### config.mk
export PLATFORM = sky130hd
export DESIGN_NAME = signed_unsigned_divider_core_flat
export DESIGN_NICKNAME = d
export VERILOG_FILES = /design/src/sv/sud_pkg.sv /design/src/sv/sud_if.sv /design/src/sv/signed_unsigned_divider_core.sv /design/src/sv/sud_ctrl.sv /design/src/sv/sud_datapath.sv /design/src/flat_wrapper.sv
export SDC_FILE = /design/constraint.sdc
export NUM_CORES = 1
export LEC_CHECK = 0
export ABC_AREA = 1
export BUFFER_PORTS_ARGS = -buffer_cell sky130_fd_sc_hd__clkbuf_2
export CAP_MARGIN = 20
export CORE_UTILIZATION = 60
export CTS_BUF_LIST = sky130_fd_sc_hd__clkbuf_4
export CTS_CLUSTER_DIAMETER = 30
export DETAILED_ROUTE_END_ITERATION = 6
export PLACE_DENSITY = 0.82
export SETUP_SLACK_MARGIN = 0.2
export SYNTH_ARGS = -nofsm -noshare
export SYNTH_HDL_FRONTEND = slang
export SYNTH_SLANG_ARGS = --single-unit
### constraint.sdc
create_clock -name clk_i -period 8.2 [get_ports clk_i]
set_clock_uncertainty 0.15 [all_clocks]
set_input_delay 2.05 -clock clk_i [delete_from_list [all_inputs] [get_ports clk_i]]
set_output_delay 2.05 -clock clk_i [all_outputs]
set_load 0.01 [all_outputs]
### src/sv/sud_pkg.sv
// ----------------------------------------------------------------------------
// sud_pkg
// Shared types and codes for the signed/unsigned restoring divider.
// ----------------------------------------------------------------------------
package sud_pkg;

  // Operation code carried with each request.
  localparam logic OP_SIGNED = 1'b1;

  // Sequencer states.
  typedef enum logic [2:0] {
    ST_IDLE,
    ST_NEG_N,
    ST_NEG_D,
    ST_DIV,
    ST_FIX_Q,
    ST_FIX_R
  } sud_state_e;

  // Per-cycle commands from the sequencer to the datapath.
  typedef struct packed {
    logic load;
    logic neg_n;
    logic neg_d;
    logic step;
    logic fix_q;
    logic fix_r;
  } sud_ctrl_t;

endpackage

### src/sv/sud_if.sv
// ----------------------------------------------------------------------------
// sud_if
// Valid/ready channels for divider requests and divider results.
// ----------------------------------------------------------------------------
interface sud_req_if #(
  parameter int DATA_WIDTH = 32
);
  logic                  valid;
  logic                  ready;
  logic                  opcode;
  logic [DATA_WIDTH-1:0] dividend;
  logic [DATA_WIDTH-1:0] divisor;

  modport source (output valid, opcode, dividend, divisor, input ready);
  modport sink   (input valid, opcode, dividend, divisor, output ready);
endinterface

interface sud_rsp_if #(
  parameter int DATA_WIDTH = 32
);
  logic                  valid;
  logic                  ready;
  logic [DATA_WIDTH-1:0] quotient;
  logic [DATA_WIDTH-1:0] remainder;
  logic                  divide_by_zero;

  modport source (output valid, quotient, remainder, divide_by_zero, input ready);
  modport sink   (input valid, quotient, remainder, divide_by_zero, output ready);
endinterface

### src/sv/signed_unsigned_divider_core.sv
// ----------------------------------------------------------------------------
// signed_unsigned_divider_core
// Signed and unsigned integer divider, radix-2 restoring, one bit a cycle.
// ----------------------------------------------------------------------------
// Requests arrive on req_i (opcode, dividend, divisor) and results leave on
// rsp_o (quotient, remainder, divide_by_zero); both are valid/ready channels.
// A request is taken only while the divider is idle. From the request
// transfer to a valid result, the sequencer takes the magnitudes of the
// dividend and the divisor in turn, runs one shift-subtract step per
// quotient bit through the single shared subtractor, and restores the signs
// of quotient and remainder. A new request can be taken in the cycle after
// the result is loaded, as the sequencer returns to idle with that load; the
// divider works on one request at a time. The result sits in an output
// register, so the next request is accepted while the previous result waits;
// if that result is still untaken when the next one is ready, the sequencer
// holds in its last step until the receiver takes it. A zero divisor returns
// all ones, the dividend as remainder and the flag set. Reset clears the
// result valid flag and returns the sequencer to idle.
// ----------------------------------------------------------------------------
module signed_unsigned_divider_core #(
  parameter int DATA_WIDTH = 32
) (
  input logic        clk_i,
  input logic        rst_ni,
  sud_req_if.sink    req_i,
  sud_rsp_if.source  rsp_o
);

  sud_pkg::sud_ctrl_t ctrl;
  logic               out_busy;

  sud_ctrl #(
    .DATA_WIDTH(DATA_WIDTH)
  ) u_ctrl (
    .clk_i      (clk_i),
    .rst_ni     (rst_ni),
    .req_valid_i(req_i.valid),
    .req_ready_o(req_i.ready),
    .out_busy_i (out_busy),
    .ctrl_o     (ctrl)
  );

  sud_datapath #(
    .DATA_WIDTH(DATA_WIDTH)
  ) u_datapath (
    .clk_i           (clk_i),
    .rst_ni          (rst_ni),
    .ctrl_i          (ctrl),
    .opcode_i        (req_i.opcode),
    .dividend_i      (req_i.dividend),
    .divisor_i       (req_i.divisor),
    .rsp_ready_i     (rsp_o.ready),
    .rsp_valid_o     (rsp_o.valid),
    .quotient_o      (rsp_o.quotient),
    .remainder_o     (rsp_o.remainder),
    .divide_by_zero_o(rsp_o.divide_by_zero),
    .out_busy_o      (out_busy)
  );

endmodule

### src/sv/sud_ctrl.sv
// ----------------------------------------------------------------------------
// sud_ctrl
// Sequencer that steps the shared subtractor through sign handling, one
// quotient bit per cycle, and the final sign fix-up.
// ----------------------------------------------------------------------------
module sud_ctrl #(
  parameter int DATA_WIDTH = 32
) (
  input  logic              clk_i,
  input  logic              rst_ni,
  input  logic              req_valid_i,
  output logic              req_ready_o,
  input  logic              out_busy_i,
  output sud_pkg::sud_ctrl_t ctrl_o
);

  localparam int CntW = $clog2(DATA_WIDTH);

  sud_pkg::sud_state_e state_q, state_d;
  logic [CntW-1:0]     cnt_q, cnt_d;

  always_ff @(posedge clk_i or negedge rst_ni) begin
    if (!rst_ni) begin
      state_q <= sud_pkg::ST_IDLE;
      cnt_q   <= '0;
    end else begin
      state_q <= state_d;
      cnt_q   <= cnt_d;
    end
  end

  // Next state and bit counter.
  always_comb begin
    state_d = state_q;
    cnt_d   = cnt_q;
    case (state_q)
      sud_pkg::ST_IDLE: begin
        if (req_valid_i) begin
          state_d = sud_pkg::ST_NEG_N;
        end
      end
      sud_pkg::ST_NEG_N: begin
        state_d = sud_pkg::ST_NEG_D;
      end
      sud_pkg::ST_NEG_D: begin
        state_d = sud_pkg::ST_DIV;
        cnt_d   = CntW'(DATA_WIDTH - 1);
      end
      sud_pkg::ST_DIV: begin
        if (cnt_q == '0) begin
          state_d = sud_pkg::ST_FIX_Q;
        end else begin
          cnt_d = cnt_q - 1'b1;
        end
      end
      sud_pkg::ST_FIX_Q: begin
        state_d = sud_pkg::ST_FIX_R;
      end
      sud_pkg::ST_FIX_R: begin
        // Hold here until the result register is free to take the transfer.
        if (!out_busy_i) begin
          state_d = sud_pkg::ST_IDLE;
        end
      end
      default: begin
        state_d = sud_pkg::ST_IDLE;
      end
    endcase
  end

  // Commands to the datapath.
  always_comb begin
    ctrl_o      = '0;
    req_ready_o = 1'b0;
    case (state_q)
      sud_pkg::ST_IDLE: begin
        req_ready_o = 1'b1;
        ctrl_o.load = req_valid_i;
      end
      sud_pkg::ST_NEG_N: ctrl_o.neg_n = 1'b1;
      sud_pkg::ST_NEG_D: ctrl_o.neg_d = 1'b1;
      sud_pkg::ST_DIV:   ctrl_o.step  = 1'b1;
      sud_pkg::ST_FIX_Q: ctrl_o.fix_q = 1'b1;
      sud_pkg::ST_FIX_R: ctrl_o.fix_r = !out_busy_i;
      default: begin
        ctrl_o = '0;
      end
    endcase
  end

endmodule

### src/sv/sud_datapath.sv
// ----------------------------------------------------------------------------
// sud_datapath
// Operand registers, the one shared subtractor and the result register.
// ----------------------------------------------------------------------------
module sud_datapath #(
  parameter int DATA_WIDTH = 32
) (
  input  logic                  clk_i,
  input  logic                  rst_ni,
  input  sud_pkg::sud_ctrl_t    ctrl_i,
  input  logic                  opcode_i,
  input  logic [DATA_WIDTH-1:0] dividend_i,
  input  logic [DATA_WIDTH-1:0] divisor_i,
  input  logic                  rsp_ready_i,
  output logic                  rsp_valid_o,
  output logic [DATA_WIDTH-1:0] quotient_o,
  output logic [DATA_WIDTH-1:0] remainder_o,
  output logic                  divide_by_zero_o,
  output logic                  out_busy_o
);

  localparam int W = DATA_WIDTH;

  // The dividend is shifted out of quo_q from the top while quotient bits
  // enter at the bottom.
  logic [W-1:0] quo_q, quo_d;
  logic [W-1:0] part_q, part_d;
  logic [W-1:0] den_q, den_d;
  logic         n_neg_q, n_neg_d;
  logic         d_neg_q, d_neg_d;
  logic         dz_q, dz_d;

  logic [W-1:0] res_quo_q, res_rem_q;
  logic         res_dz_q;
  logic         rsp_valid_q;

  logic [W:0]   op_a, op_b, diff;
  logic         ge;
  logic         is_zero;

  assign is_zero = (divisor_i == '0);

  // Shared subtractor: negations are taken as zero minus the operand.
  always_comb begin
    op_a = '0;
    op_b = {1'b0, quo_q};
    if (ctrl_i.step) begin
      op_a = {part_q, quo_q[W-1]};
      op_b = {1'b0, den_q};
    end else if (ctrl_i.neg_d) begin
      op_b = {1'b0, den_q};
    end else if (ctrl_i.fix_r) begin
      op_b = {1'b0, part_q};
    end
  end

  assign diff = op_a - op_b;
  // A set top bit of the partial remainder means the shifted value already
  // exceeds any divisor, which the extra bit of the subtraction covers.
  assign ge   = ~diff[W];

  always_comb begin
    quo_d   = quo_q;
    part_d  = part_q;
    den_d   = den_q;
    n_neg_d = n_neg_q;
    d_neg_d = d_neg_q;
    dz_d    = dz_q;
    if (ctrl_i.load) begin
      quo_d   = dividend_i;
      den_d   = divisor_i;
      part_d  = '0;
      dz_d    = is_zero;
      // A zero divisor runs as unsigned, which yields all ones and the
      // dividend as remainder.
      n_neg_d = (opcode_i == sud_pkg::OP_SIGNED) && dividend_i[W-1] && !is_zero;
      d_neg_d = (opcode_i == sud_pkg::OP_SIGNED) && divisor_i[W-1];
    end
    if (ctrl_i.neg_n && n_neg_q) begin
      quo_d = diff[W-1:0];
    end
    if (ctrl_i.neg_d && d_neg_q) begin
      den_d = diff[W-1:0];
    end
    if (ctrl_i.step) begin
      part_d = ge ? diff[W-1:0] : op_a[W-1:0];
      quo_d  = {quo_q[W-2:0], ge};
    end
    if (ctrl_i.fix_q && (n_neg_q ^ d_neg_q)) begin
      quo_d = diff[W-1:0];
    end
  end

  always_ff @(posedge clk_i) begin
    quo_q   <= quo_d;
    part_q  <= part_d;
    den_q   <= den_d;
    n_neg_q <= n_neg_d;
    d_neg_q <= d_neg_d;
    dz_q    <= dz_d;
    if (ctrl_i.fix_r) begin
      res_quo_q <= quo_q;
      res_rem_q <= n_neg_q ? diff[W-1:0] : part_q;
      res_dz_q  <= dz_q;
    end
  end

  always_ff @(posedge clk_i or negedge rst_ni) begin
    if (!rst_ni) begin
      rsp_valid_q <= 1'b0;
    end else if (ctrl_i.fix_r) begin
      rsp_valid_q <= 1'b1;
    end else if (rsp_ready_i) begin
      rsp_valid_q <= 1'b0;
    end
  end

  assign out_busy_o       = rsp_valid_q & ~rsp_ready_i;
  assign rsp_valid_o      = rsp_valid_q;
  assign quotient_o       = res_quo_q;
  assign remainder_o      = res_rem_q;
  assign divide_by_zero_o = res_dz_q;

endmodule

### src/flat_wrapper.sv
// flat-port wrapper written by rule: the top's interface ports become plain ports
module signed_unsigned_divider_core_flat 
#(
  parameter int DATA_WIDTH = 32
)
  (clk_i, rst_ni, req_i_valid, req_i_opcode, req_i_dividend, req_i_divisor, req_i_ready, rsp_o_valid, rsp_o_quotient, rsp_o_remainder, rsp_o_divide_by_zero, rsp_o_ready);
  sud_req_if #(.DATA_WIDTH(DATA_WIDTH)) req_i_i ();
  sud_rsp_if #(.DATA_WIDTH(DATA_WIDTH)) rsp_o_i ();
  input logic clk_i;
  input logic rst_ni;
  input wire logic [$bits(req_i_i.valid)-1:0] req_i_valid;
  input wire logic [$bits(req_i_i.opcode)-1:0] req_i_opcode;
  input wire logic [$bits(req_i_i.dividend)-1:0] req_i_dividend;
  input wire logic [$bits(req_i_i.divisor)-1:0] req_i_divisor;
  output wire logic [$bits(req_i_i.ready)-1:0] req_i_ready;
  output wire logic [$bits(rsp_o_i.valid)-1:0] rsp_o_valid;
  output wire logic [$bits(rsp_o_i.quotient)-1:0] rsp_o_quotient;
  output wire logic [$bits(rsp_o_i.remainder)-1:0] rsp_o_remainder;
  output wire logic [$bits(rsp_o_i.divide_by_zero)-1:0] rsp_o_divide_by_zero;
  input wire logic [$bits(rsp_o_i.ready)-1:0] rsp_o_ready;
  assign req_i_i.valid = req_i_valid;
  assign req_i_i.opcode = req_i_opcode;
  assign req_i_i.dividend = req_i_dividend;
  assign req_i_i.divisor = req_i_divisor;
  assign req_i_ready = req_i_i.ready;
  assign rsp_o_valid = rsp_o_i.valid;
  assign rsp_o_quotient = rsp_o_i.quotient;
  assign rsp_o_remainder = rsp_o_i.remainder;
  assign rsp_o_divide_by_zero = rsp_o_i.divide_by_zero;
  assign rsp_o_i.ready = rsp_o_ready;
  signed_unsigned_divider_core #(.DATA_WIDTH(DATA_WIDTH)) u_core (.clk_i(clk_i), .rst_ni(rst_ni), .req_i(req_i_i), .rsp_o(rsp_o_i));
endmodule
==> results by group, run 1 <==
Outcome
  • Outcome: finished, violations left
  • Failing checks: design-rule violations

Timing
  • Min Tclk post-route: 5.496 ns
  • Max Freq: 182.0 MHz
  • Setup ws final: 2.705 ns
  • Hold Fails Final Rpt: 0
  • Final setup TNS: 0 ns
  • Period utilization: 67.02%
  • Pins Over Slew Limit: 0
  • Final setup viols: 0
  • Tightest Pin Transition: 1.061 ns
  • RSZ-0062 raised after global routing: false
  • Max_slew headroom: 29.21%

Clock tree
  • # H-tree levels: 4
  • CTS tree: yes
  • Clock Latency Late Sink: 0.61 ns
  • Clock buffer depth: 2
  • Post-CTS Hold Fix Bufs: 0
  • Post-CTS sizing: 0
  • Root Driver: clkbuf_4
  • Clk slew on worst S/H paths: 0.17 ns
  • Clock sinks: 173
  • # Post-CTS Setup Buffers: 0
  • CTS Buf Count: 17

Yosys
  • Main synth FF type: edfxtp_1
  • Post-synth EDFFs: 164
  • Sequential fraction of the synthesis area: 45.67%
  • Cells after Synth: 1,432
  • Async SR Flop Fraction: 5.202%
  • Synthesized Nets: 1,536
  • Synth cell types: 48
  • Synth warn: 0
  • Cell Area, Synth: 11,280 µm²
  • #FFs+latches synth: 173
  • Synthesized area per cell: 7.875 µm²

Final layout
  • Area of the multi-input gates: 5010 µm²
  • Final nets: 1,649
  • Sequential cell area: 5150 µm²
  • Fillers: 1,503
  • Share of post-route cells with drive strength above 1: 18.74%
  • Utilization after layout: 67.75%
  • Syn-to-layout area delta: 9.387%

Detailed routing
  • DRT iter0 DRCs: 1,494
  • Drt total wl: 31.76 mm
  • Routed WL per cell: 17.76 µm
  • DRT antenna net count: 0
  • DR vias: 10,388
  • DRC: 14
  • 1st-pass router iterations: 7
  • Vias per inst: 5.810

Setup path
  • Largest delay contributor family on the critical path: simple AND/OR/NAND/NOR gates
  • Critical path capture point type: flip-flop
  • R2r endpoint: u_core.u_datapath.part_q[15]
  • CP Buf/Inv Count: 4
  • Crit-path max FO: 73
  • Worst Setup SP: rsp_o_ready
  • CP max stage delay: 0.63 ns
  • R2R depth: 17
  • Worst flop-to-flop path startpoint: u_core.u_ctrl.state_q[2]
  • Reg2reg setup slack: 3.18 ns
  • Critical-path cell list: clkbuf_2, nor2_1, nor2_4, buf_4, a21oi_1, o21ai_0, o21ai_0, ha_1, nand2_2, inv_2, nand2_1, nand2_1, clkinv_1, nand2_1, a21oi_4, nand3_2, nand2_4, and2_1, nor2_1
  • Worst path required time: 8.43 ns
  • Slowest CP cell: buf_4
  • CP most frequent cell: nand2_1
  • CP Class: input port to flip-flop
  • CP Data Arrival Time: 5.72 ns
  • CP Launch Type: input port

Power
  • Pwr Density: 465.9 nW/µm²
  • Worst vdd ir: 224.9 µV
  • Leakage power: 5.758 nW

Run
  • Max-Cap Viols: 0

Floorplanning
  • Placeable Area: 18,210 µm²
  • Die width: 139.1 µm
  • Die Y: 139.1 µm
  • DIE AREA: 19,350 µm²
  • Initial Util: 61.93%
  • I/O pin count: 136
  • # rows: 49

Hold path
  • Class of the tightest hold or removal check: flip-flop to flip-flop
  • Hold_sp: u_core.u_datapath.dz_q
  • Hold path endpoint: u_core.u_datapath.divide_by_zero_o
  • Hold path cells: 0

Placement
  • Port Buf Inserts: 135
  • Placer congestion estimate: 1.001
  • Pre-CTS setup slack: 2.148 ns
  • Detailed placement HPWL: 24.16 mm

Global route
  • Total GRT Usage: 33.52%
  • Initial antenna violation count: 1
  • First-pass GRT wire length: 49.36 mm
  • Largest net degree at the start of global routing: 74
  • Vias in the first global route: 9,133
  • Grt ovf: 0
final cells by class:
cell class	instances	area share, %
Sequential cell	173	41.75
Multi-Input combinational cell	989	40.61
Inverter	221	6.755
Timing Repair Buffer	143	5.964
Tap cell	229	2.323
Clock inverter	15	1.542
Clock buffer	17	1.035
Antenna cell	1	0.02029
cell usage after synthesis (2+ instances only):
cell type | instances | share of area (%)
clkbuf_1 | 23 | 0.77
ha_1 | 34 | 3.8
nand3b_1 | 8 | 0.53
xor2_1 | 7 | 0.54
buf_6 | 2 | 0.20
inv_2 | 15 | 0.50
and2_1 | 4 | 0.22
nand2_1 | 415 | 14
nand2_4 | 9 | 0.90
dfrtp_1 | 9 | 2.0
buf_1 | 4 | 0.13
edfxtp_1 | 164 | 44
inv_1 | 203 | 6.8
a21oi_1 | 70 | 3.1
buf_4 | 3 | 0.20
nand3_2 | 5 | 0.44
xnor2_1 | 6 | 0.47
nor2_1 | 108 | 3.6
nand4_1 | 9 | 0.50
nand2_2 | 33 | 1.8
o32a_1 | 2 | 0.18
o32ai_1 | 2 | 0.16
a21oi_4 | 3 | 0.43
nand3_1 | 32 | 1.4
nor2_4 | 4 | 0.40
o22ai_1 | 6 | 0.33
o21ai_0 | 131 | 5.8
a32oi_1 | 4 | 0.31
o21bai_1 | 3 | 0.20
nor4_1 | 9 | 0.50
o21ai_1 | 12 | 0.53
nor2_2 | 43 | 2.4
buf_12 | 4 | 0.71
nor3_1 | 8 | 0.36
o211ai_1 | 13 | 0.87
buf_2 | 13 | 0.58
registers in the layout, indices dropped and copies added, names as in the netlist, 3 cells and up:
name and flops:
u_core.u_datapath.den_q 32, u_core.u_datapath.part_q 32, u_core.u_datapath.quo_q 32, u_core.u_datapath.quotient_o 32, u_core.u_datapath.remainder_o 32, u_core.u_ctrl.cnt_q 5, u_core.u_ctrl.state_q 3
per-layer routing:
layer  GRT usage [%]  vias to the layer above  wire (µm)
li1                -                     4886          -
met1           49.38                     4758      13450
met2           49.49                      693      13600
met3           8.011                       51       4112
met4           8.713                        0        599
met5               0                        -          0
worst max path at each step:
stage / endpoint / cells past startpoint
global placement: u_core.u_datapath.part_q[15] / 19
detailed placement: u_core.u_datapath.part_q[15] / 22
finish: u_core.u_datapath.part_q[15] / 19
global route: u_core.u_datapath.part_q[21] / 19
floorplan: u_core.u_datapath.part_q[28] / 17
CTS: u_core.u_datapath.part_q[15] / 20
stage by stage:
stage / std cells / power [mW] / hold slack [ns] / area (µm²)
after floorplan: 1432 / 4.131 / 0.2503 / 11280
after global placement: 1755 / 5.000 / 0.2561 / 12020
after detailed placement: 1755 / 5.094 / 0.2683 / 12020
after CTS: 1787 / 5.617 / 0.2995 / 12330
after global routing: 1788 / 6.130 / 0.3199 / 12340
final: 1788 / 5.747 / 0.2979 / 12340
layout by cell type, fill, tap and decap left out, drive strengths merged, types with 3 or more instances in the layout:
cell and instances:
a32oi 4, clkinv 10, o22ai 6, and2 4
o21bai 3, nor4 9, nor2 155, ha 34
nor3 8, o21ai 144, dfrtp 9, nand2 457
xnor2 6, a21oi 73, nand3b 8, inv 225
nand4 9, xor2 7, clkbuf 152, o211ai 13
buf 8, edfxtp 164, nand3 37
power by group:
group | internal [mW] | leakage [nW] | switching, mW
Clock | 0.148 | 0.162 | 0.377
Combinational | 0.966 | 3.96 | 2.58
Sequential | 1.48 | 1.63 | 0.201
kinds of logic (layout without fill, tap and decap cells):
kind of cell,Yosys count,in the layout,synth area share [%]
AND/OR/NAND/NOR,688,688,26.95
buffers and inverters,270,396,9.974
AO/OA/AOI/OAI,253,253,12.45
flip-flops,173,173,45.67
adder cells (fa/ha/maj),35,35,3.950
XOR/XNOR,13,13,1.010
other,0,1,0
(Power assumes the default switching activity.)
==> run 2, diff against run 1 <==
Settings changed: ABC_AREA 1 to 0, CORE_UTILIZATION 60 to 54, PLACE_DENSITY 0.82 to 0.79.
Clock period 8.2 ns to 4.4 ns, I/O delays scaled along.
==> results by group, run 2 <==
Yosys
  • Cell Area, Synth: 10,050 µm² (-11%)
  • Largest family of logic cells by synthesized area: compound AO/OA/AOI/OAI gates
  • Post-synth EDFFs: 164 (unchanged)
  • Cells after Synth: 932 (-35%)
  • Area share of fa/ha/maj cells after synthesis: 4.431% (+0.48 points)
  • Simple-gate share of the synthesized area: 13.30% (-14 points)
  • #FFs+latches synth: 173 (unchanged)
  • Top post-synthesis cells by area: edfxtp_1, mux2i_1, ha_1
  • Post-Synth XOR/XNOR Area: 3.111% (+2.1 points)
  • Synthesized area per cell: 10.79 µm² (+37%)
  • Post-synthesis compound-gate area fraction: 16.64% (+4.2 points)
  • Count leader, synth: edfxtp_1
  • Synth warn: 0 (unchanged)
  • Synth cell types: 66 (+38%)
  • Sequential fraction of the synthesis area: 51.23% (+5.6 points)
  • Yosys top cell area share: 48.99% (+5.3 points)
  • Post-synth top area cell: edfxtp_1
  • Main synth FF type: edfxtp_1
  • Synthesized Nets: 1,036 (-33%)
  • Mux contribution to synthesized area: 7.654% (+7.7 points)
  • Commonest cells post-synth: edfxtp_1, nand2_1, nor2_1, a21oi_1, mux2i_1
  • Async SR Flop Fraction: 5.202% (unchanged)

Detailed routing
  • DR vias: 8,503 (-18%)
  • DRT antenna net count: 0 (unchanged)
  • Routed WL per cell: 20.30 µm (+14%)
  • Vias per inst: 6.139 (+5.7%)
  • 1st-pass router iterations: 7 (unchanged)
  • DRC: 14 (unchanged)
  • Drt total wl: 28.11 mm (-11%)
  • DRT iter0 DRCs: 893 (-40%)

Clock tree
  • Clock Latency Late Sink: 0.61 ns (about the same)
  • Clock buffer depth: 2 (unchanged)
  • CTS tree: yes
  • CTS Buf Count: 17 (unchanged)
  • Clock sinks: 173 (unchanged)
  • Clk slew on worst S/H paths: 0.15 ns (-0.02 ns)
  • Root Driver: clkbuf_4
  • # H-tree levels: 4 (unchanged)
  • Post-CTS Hold Fix Bufs: 0 (unchanged)

Setup path
  • Worst flop-to-flop path startpoint: u_core.u_ctrl.state_q[0]
  • CP Data Arrival Time: 4.22 ns (-1.50 ns)
  • Worst path required time: 4.59 ns (-3.84 ns)
  • Critical path capture point type: flip-flop
  • Crit-path max FO: 14 (-81%)
  • Worst Setup SP: u_core.u_ctrl.state_q[0]
  • CP Launch Type: flip-flop
  • CP Class: flip-flop to flip-flop

Hold path
  • Class of the tightest hold or removal check: input port to async pin

Final layout
  • Commonest non-fill, non-tap cells in the layout: edfxtp_1, clkbuf_2, buf_4
  • Commonest non-fill, non-tap cell in the layout: edfxtp_1
  • Share of post-route cells with drive strength above 1: 30.91% (+12 points)
  • Utilization after layout: 66.75% (-1.0 points)
  • Final nets: 1,246 (-24%)
  • Syn-to-layout area delta: 20.07%

Floorplanning
  • Placeable Area: 18,090 µm² (-0.67%)
  • Die Y: 138.4 µm (-0.47%)
  • Initial Util: 55.59% (-6.3 points)
  • Die width: 138.4 µm (-0.47%)
  • DIE AREA: 19,170 µm² (-0.93%)
  • I/O pin count: 136 (unchanged)
  • # rows: 49 (unchanged)

Outcome
  • Failing checks: design-rule violations
  • Outcome: finished, violations left

Timing
  • Pins Over Slew Limit: 0 (unchanged)
  • Hold Fails Final Rpt: 0 (unchanged)
  • Final setup viols: 0 (unchanged)
  • Max Freq: 248.4 MHz
  • Max_slew headroom: 45.87% (+17 points)
  • Tightest Pin Transition: 0.8045 ns (-0.2562 ns)
  • RSZ-0062 raised after global routing: false
  • Min Tclk post-route: 4.026 ns
  • Period utilization: 91.50%

Global route
  • First-pass GRT wire length: 43.99 mm (-11%)
  • Largest net degree at the start of global routing: 45 (-39%)
  • Grt ovf: 0 (unchanged)
  • Vias in the first global route: 8,264 (-9.5%)
  • Total GRT Usage: 29.92% (-3.6 points)
  • Initial antenna violation count: 1 (unchanged)

Placement
  • Placer congestion estimate: 0.9459 (-5.5%)
  • Detailed placement HPWL: 19.81 mm (-18%)
  • Port Buf Inserts: 135 (unchanged)

Run
  • Max-Cap Viols: 0 (unchanged)
## run 2: cells by family after synthesis
kind of cell,after synthesis
fa+ha+maj,35
xor+xnor,34
mux,74
buf+inv,83
simple gates,294
compound gates,239
flops,173
## run 2: worst max-delay path, stage by stage (launching register included)
cell and delay [ns]:
dfrtp_1 0.38, inv_1 0.10, nor2_2 0.14, nand2_1 0.11, nor2_4 0.18, buf_12 0.19
mux2i_1 0.19, nor2_1 0.05, a21oi_1 0.16, ha_1 0.31, a21oi_2 0.20, o221ai_2 0.13
or3_4 0.35, a21oi_4 0.19, o21bai_2 0.15, a311oi_2 0.32, xor2_2 0.22, buf_4 0.17
o21ai_1 0.06
## run 2: what timing repair did
item | 4_1_cts | 5_1_grt
endpoints found under the setup margin | 0 | 57
gates resized for setup | 0 | 16
buffers inserted | 0 | 2
## run 2: area by class of cell
cell class	count	area [µm²]
antenna	1	2.502
tap	229	286.5
clock inverter	15	185.2
sequential	173	5152
multi-input combinational	676	4662
fill	1393	6015
timing repair buffer	245	1546
inverter	29	108.9
clock buffer	17	127.6
## run 2: worst paths after layout
path                                                            to  slack [ns]  depth (start not counted)
worst max-delay path                   u_core.u_datapath.den_q[29]        0.37                         18
worst min-delay path                        u_core.u_ctrl.cnt_q[1]        0.18                          1
worst max register to register         u_core.u_datapath.den_q[29]        0.37                         18
worst min register to register  u_core.u_datapath.divide_by_zero_o        0.30                          0
max in group asynchronous                 u_core.u_ctrl.state_q[1]        3.70                          1
min in group clk_i              u_core.u_datapath.divide_by_zero_o        0.30                          0
## run 2: metrics by stage
stage	setup TNS (ns)	area, µm²	std cells	hold slack [ns]	worst slack (ns)
after floorplan	-0.4356	10110	932	0.2503	-0.04728
after global placement	-0.6103	11670	1350	0.2551	-0.08591
after detailed placement	-4.513	11670	1350	0.2599	-0.2229
after CTS	0	11980	1382	0.1670	0.2363
after global routing	0	12070	1385	0.1613	0.1909
final	0	12070	1385	0.1781	0.3740
## run 2: layer usage
layer  wire [µm]  share of wire (%)  vias to the layer above  global-route usage, %
li1            -                  -                     3871                      -
met1       11400                 41                     4059                  40.23
met2       13350                 47                      495                  48.20
met3        2572                9.1                       78                  5.750
met4         786                2.8                        0                  11.35
met5           0                  0                        -                      0
Power of run 2 is not shown: default switching activity piles up to over one toggle a cycle in this logic, so the estimate is an artifact.
